--- src/hw/rtl/spavdec_pkg.sv ---
// Shared constants and types for the spectrum average and decimation block.
// Used by spavdec_decim and spectrum_average_decimate_top; depends on nothing.
`default_nettype none

package spavdec_pkg;

	localparam int MAG_W     = 16;
	localparam int BIN_W     = 17;
	localparam int POS_W     = 16;
	localparam int MAX_BINS  = 65536;
	localparam int OUT_BINS  = 2048;
	localparam int OUT_SHIFT = 11;
	localparam int GRP_W     = 6;
	localparam int ALPHA_W   = 17;
	localparam int ALPHA_ONE = 65536;
	localparam int FRAME_RST = 2048;
	localparam int Q_DEPTH   = 4;
	localparam int Q_PTR_W   = 2;
	localparam int CFG_IDX_W = 2;

	localparam logic [CFG_IDX_W-1:0] REG_ALPHA      = 2'd0;
	localparam logic [CFG_IDX_W-1:0] REG_DC_ENABLE  = 2'd1;
	localparam logic [CFG_IDX_W-1:0] REG_FRAME_BINS = 2'd2;

	typedef struct packed {
		logic                    valid;
		logic signed [MAG_W-1:0] value;
		logic                    has_prev;
		logic                    centre;
		logic                    last;
	} dec_item_t;

	typedef struct packed {
		logic signed [MAG_W-1:0] value;
		logic [POS_W-1:0]        index;
		logic                    last;
	} dec_result_t;

endpackage

`default_nettype wire

--- src/hw/rtl/spavdec_decim.sv ---
// Centre-bin repair, max decimation and the output queue.
// Depends on spavdec_pkg; instantiated by spectrum_average_decimate_top.
`default_nettype none

module spavdec_decim (
	input  logic                                 clk,
	input  logic                                 arst_n,
	input  logic                                 adv,
	input  logic [spavdec_pkg::BIN_W-1:0]        n_bins,
	input  spavdec_pkg::dec_item_t               item,
	output logic                                 room,
	output logic                                 out_valid,
	input  logic                                 out_ready,
	output logic signed [spavdec_pkg::MAG_W-1:0] spectrum_value,
	output logic [spavdec_pkg::POS_W-1:0]        out_index,
	output logic                                 frame_last
);

	logic signed [spavdec_pkg::MAG_W-1:0] prev_q, bpp_q, gm_q;
	logic [spavdec_pkg::GRP_W-1:0]        gf_q;
	logic [spavdec_pkg::POS_W-1:0]        op_q;

	logic                                 big;
	logic [spavdec_pkg::GRP_W-1:0]        quot, size_a;
	logic [spavdec_pkg::OUT_SHIFT-1:0]    rem;
	logic signed [spavdec_pkg::MAG_W:0]   mean_sum;
	logic signed [spavdec_pkg::MAG_W-1:0] v1, x, gm_a, gm_b, gm_n;
	logic [spavdec_pkg::GRP_W-1:0]        gf_a, gf_n;
	logic [spavdec_pkg::POS_W-1:0]        op_a, op_n;
	logic                                 e1, e2;
	spavdec_pkg::dec_result_t             r1, r2, ent_a;

	spavdec_pkg::dec_result_t             q_mem [spavdec_pkg::Q_DEPTH];
	logic [spavdec_pkg::Q_PTR_W-1:0]      rp_q, wp_q, wp_b;
	logic [spavdec_pkg::Q_PTR_W:0]        cnt_q;
	logic [1:0]                           n_push;
	logic                                 step, wr_a, wr_b, pop;

	assign x        = item.value;
	assign big      = n_bins > spavdec_pkg::BIN_W'(spavdec_pkg::OUT_BINS);
	assign quot     = spavdec_pkg::GRP_W'(n_bins >> spavdec_pkg::OUT_SHIFT);
	assign rem      = n_bins[spavdec_pkg::OUT_SHIFT-1:0];
	assign mean_sum = $signed({bpp_q[spavdec_pkg::MAG_W-1], bpp_q})
		+ $signed({x[spavdec_pkg::MAG_W-1], x});
	assign v1       = item.centre ? mean_sum[spavdec_pkg::MAG_W:1] : prev_q;
	assign size_a   = quot + spavdec_pkg::GRP_W'(op_q <
		spavdec_pkg::POS_W'(rem));

	always_comb begin
		gm_a = gm_q;
		gf_a = gf_q;
		op_a = op_q;
		e1   = 1'b0;
		if (item.has_prev) begin
			if (!big) begin
				e1   = 1'b1;
				op_a = op_q + 1'b1;
				gf_a = '0;
			end else begin
				if (gf_q == '0 || $signed(v1) > $signed(gm_q)) begin
					gm_a = v1;
				end
				gf_a = gf_q + 1'b1;
				if (gf_a >= size_a) begin
					e1   = 1'b1;
					op_a = op_q + 1'b1;
					gf_a = '0;
				end
			end
		end
		r1.value = big ? gm_a : v1;
		r1.index = op_q;
		r1.last  = 1'b0;

		gm_b = (gf_a == '0 || $signed(x) > $signed(gm_a)) ? x : gm_a;
		gm_n = gm_a;
		gf_n = gf_a;
		op_n = op_a;
		e2   = 1'b0;
		if (item.last) begin
			e2   = 1'b1;
			op_n = '0;
			gf_n = '0;
			if (big) begin
				gm_n = gm_b;
			end
		end
		r2.value = big ? gm_b : x;
		r2.index = op_a;
		r2.last  = 1'b1;
	end

	assign step   = adv & item.valid;
	assign wr_a   = step & (e1 | e2);
	assign wr_b   = step & e1 & e2;
	assign ent_a  = e1 ? r1 : r2;
	assign wp_b   = wp_q + spavdec_pkg::Q_PTR_W'(1);
	assign n_push = {1'b0, wr_a} + {1'b0, wr_b};
	assign pop    = out_valid & out_ready;
	assign room   = cnt_q <= (spavdec_pkg::Q_PTR_W + 1)'(spavdec_pkg::Q_DEPTH - 2);

	assign out_valid      = cnt_q != '0;
	assign spectrum_value = q_mem[rp_q].value;
	assign out_index      = q_mem[rp_q].index;
	assign frame_last     = q_mem[rp_q].last;

	always_ff @(posedge clk or negedge arst_n) begin
		if (!arst_n) begin
			prev_q <= '0;
			bpp_q  <= '0;
			gm_q   <= '0;
			gf_q   <= '0;
			op_q   <= '0;
			rp_q   <= '0;
			wp_q   <= '0;
			cnt_q  <= '0;
		end else begin
			if (step) begin
				prev_q <= x;
				bpp_q  <= prev_q;
				gm_q   <= gm_n;
				gf_q   <= gf_n;
				op_q   <= op_n;
			end
			if (pop) begin
				rp_q <= rp_q + spavdec_pkg::Q_PTR_W'(1);
			end
			wp_q  <= wp_q + spavdec_pkg::Q_PTR_W'(n_push);
			cnt_q <= cnt_q + (spavdec_pkg::Q_PTR_W + 1)'(n_push)
				- (spavdec_pkg::Q_PTR_W + 1)'(pop);
		end
	end

	always_ff @(posedge clk) begin
		if (wr_a) begin
			q_mem[wp_q] <= ent_a;
		end
		if (wr_b) begin
			q_mem[wp_b] <= r2;
		end
	end

endmodule

`default_nettype wire

--- config.mk ---
export PLATFORM = sky130hd
export DESIGN_NAME = spavdec_decim
export DESIGN_NICKNAME = d
export VERILOG_FILES = /design/src/hw/rtl/spavdec_pkg.sv /design/src/hw/rtl/spavdec_decim.sv
export SDC_FILE = /design/constraint.sdc
export NUM_CORES = 1
export LEC_CHECK = 0
export ABC_AREA = 1
export BUFFER_PORTS_ARGS = -buffer_cell sky130_fd_sc_hd__buf_4
export CORE_ASPECT_RATIO = 0.8
export CORE_UTILIZATION = 45
export CTS_CLUSTER_SIZE = 10
export DETAILED_ROUTE_END_ITERATION = 7
export PLACE_DENSITY = 0.7
export REMOVE_ABC_BUFFERS = 1
export SLEW_MARGIN = 20
export SYNTH_ARGS = -nofsm -noshare
export SYNTH_HDL_FRONTEND = slang
export SYNTH_SLANG_ARGS = --single-unit
--- constraint.sdc ---
create_clock -name clk -period 11.76 [get_ports clk]
set_input_delay 2.94 -clock clk [delete_from_list [all_inputs] [get_ports clk]]
set_output_delay 2.94 -clock clk [all_outputs]
set_load 0.005 [all_outputs]
==> impl_metrics.ini <==
[timing]
slew_headroom_pct = 27.9
worstMarginPinSlew_ns = 1.08
clock_skew_ns = 0.0130
finalCritPeriodShare_pct = 78.0
setup_viol = 0
fin_tns_setup_ns = 0
fin_crit_ns = 9.17
rsz0062_at_grt = false
max_freq_mhz = 109
hold_violations = 0
maxSlewViolCount = 0
hold_ws_ns = 0.470

[setup_path]
r2r_slack_ns = 4.71
endpoint_kind = register
r2r_cells = 24
path_class = input port to register
r2r_start = op_q[1]
critPathLaunchType = input port
critPathBufInv = 6
cp_top_family = simple AND/OR/NAND/NOR gates
required_ns = 11.96
cp_max_fo = 27
cpMaxStageDelayCell = a2111oi_0
r2r_end = q_mem[3][27]
crit_arrival_ns = 9.37
critPathMaxStageDelay_ns = 0.87

[global_route]
groute.usage.overall_pct = 26.7
grt_start_max_net_pins = 70
grt_first_pass_wirelength_mm = 66.8
overflow = 0
antenna_found_initial = 0
grt_pass1_vias = 12300

[clocking]
cts.sinks = 209
post_cts_buffers = 0
cts_tree = built
root_buffer = clkbuf_16
clock_latency_ns = 0.53
post_cts_resized = 0
clock_path_buffers = 3
clk_pin_slew_ns = 0.06
ctsHoldBuffers = 0
numCtsBuffers = 25
cts_max_level = 1

[route]
highest_layer = met4
vias = 12800
routed-wl-met3_mm = 3.50
post-route-drc-count = 0
met1_length_mm = 19.0
post_drt_wl_per_cell_um = 18.8
routed_wirelength_mm = 42.1
drt_iter0_drc = 1367
met2_length_mm = 18.5
dr.pass1.iters = 6
antenna_left = 0
vias_per_cell = 5.74

[logic_synthesis]
ys_seq_area_share_pct = 41.9
yosys-top-cells-area = edfxtp_1 (28%), dfrtp_1 (14%), nand2_1 (13%)
synth_cell_types = 52
synth_edf_count = 128
ys.flop_type = edfxtp_1
syn_avg_cell_area_sq_um = 7.90
yosys_warnings = 0
synthesis.instances = 1767
yosys.area.top_type = edfxtp_1
synth_top_area_share_pct = 27.5
netlist_area_sq_um = 14000
ys_ff_latch = 209
async_flop_share_pct = 36.8

[cells_and_area]
fin_area_sq_um = 15500
area_growth_pct = 11.3
final_nets = 1922
fill_cells = 2880
drive_gt1_share_pct = 12.6
diodes = 0

[floorplanning]
row_count = 57
ios = 76
die-height_um = 160
dieArea_sq_um = 31700
design.core.area_sq_um = 30500
die_w_um = 199
initial_core_util_pct = 45.8

[placed_design]
port_buffers = 75
dpl_cell_area_sq_um = 14800
gp_congestion = 0.936
post-dp-hpwl_mm = 28.6

[worst_hold_path]
min_path_cells = 2
worstHoldStart = q_mem[1][0]
hold_class = register to register
hold_path_end = q_mem[1][0]

[power]
powerDensity_nw_per_um2 = 192
total_power_mw = 2.98
p_leak_nw = 7.09
ir_worst_vdd_uv = 117

[status]
outcome = completed

[job]
cap_violations = 0
-- cell families after synthesis --
group           after synthesis  share of synthesized area [%]
compound gates              319                           13.3
xor+xnor                     34                           2.19
fa+ha+maj                    75                           6.83
buf+inv                     243                           6.94
flops                       209                           41.9
mux                           1                         0.0717
simple gates                886                           28.8
-- worst min-delay path, stage by stage (launching register included) --
cell and delay (ns):
dfxtp_1 0.32, nand2_1 0.05, o211ai_1 0.06
-- synth_stat cells, types with 8 or more instances --
cell        n
o211ai_2    8
edfxtp_1  128
nand2_2    37
o21ai_1    11
o21ai_0   145
ha_1       73
nand3_1   179
nor2_1    124
dfrtp_1    77
nand3_2    30
nand2_4    10
clkbuf_1   58
o22ai_1    85
nand2_1   472
inv_1     151
buf_2      11
o211ai_1   14
xor2_1     27
a21oi_1    41
-- flip-flops by register name, summed over array words and instances, names as in the netlist --
name	count
cnt_q	3
q_mem	132
rp_q	2
bpp_q	16
gf_q	6
gm_q	16
wp_q	2
op_q	16
prev_q	16
-- layout by cell type, fill, tap and decap left out, drive strengths merged, types with 3 or more instances in the layout --
cell    count
dfrtp      77
clkinv      9
xor2       28
clkbuf     43
inv       155
nand3     210
ha         73
dfxtp       4
o21a        3
nand2     519
nand3b      6
o211ai     22
buf        93
nor3        7
nand4       6
xnor2       6
a21oi      41
o21ai     160
edfxtp    128
nor2      131
o22ai      85
-- worst max path at each step --
stage | start | endpoint | slack, ns | cells past startpoint
floorplan | n_bins[1] | q_mem[0][10] | 3.19 | 21
global placement | n_bins[1] | q_mem[3][27] | 2.37 | 26
detailed placement | n_bins[1] | q_mem[3][26] | 2.19 | 26
CTS | n_bins[1] | q_mem[3][27] | 2.74 | 26
global route | n_bins[1] | q_mem[3][27] | 2.30 | 26
finish | n_bins[1] | q_mem[3][27] | 2.59 | 26
-- per-layer routing --
| metal | up-vias | global-route usage (%) |
|---|---|---|
| li1 | 6072 | - |
| met1 | 6068 | 39.0 |
| met2 | 605 | 41.2 |
| met3 | 104 | 3.39 |
| met4 | 0 | 8.22 |
| met5 | - | 0 |
-- through the flow --
| step | utilization [%] | std cells | setup slack (ns) |
|---|---|---|---|
| 2_1_floorplan | - | 1686 | 3.19 |
| 3_3_place_gp | 48.7 | 2192 | 2.37 |
| 3_5_place_dp | 48.7 | 2192 | 2.19 |
| 4_1_cts | 51.0 | 2237 | 2.74 |
| 5_1_grt | 51.0 | 2237 | 2.30 |
| 6_report | 51.0 | 2237 | 2.59 |
-- cell type report --
cell class / count / area, sq um / share of cell area [%]
clock buffer: 43 / 693 / 4.46
clock inverter: 2 / 17.5 / 0.113
inverter: 162 / 617 / 3.97
multi-input combinational: 1315 / 7150 / 46.0
sequential: 209 / 5850 / 37.7
tap: 413 / 517 / 3.33
timing repair buffer: 93 / 698 / 4.49
-- power by group --
group	total, mW	internal [mW]	switching [mW]
clock network	0.704	0.398	0.306
logic	1.37	0.471	0.897
registers	0.909	0.867	0.0417
No activity file was read; power rests on OpenSTA's default activity.
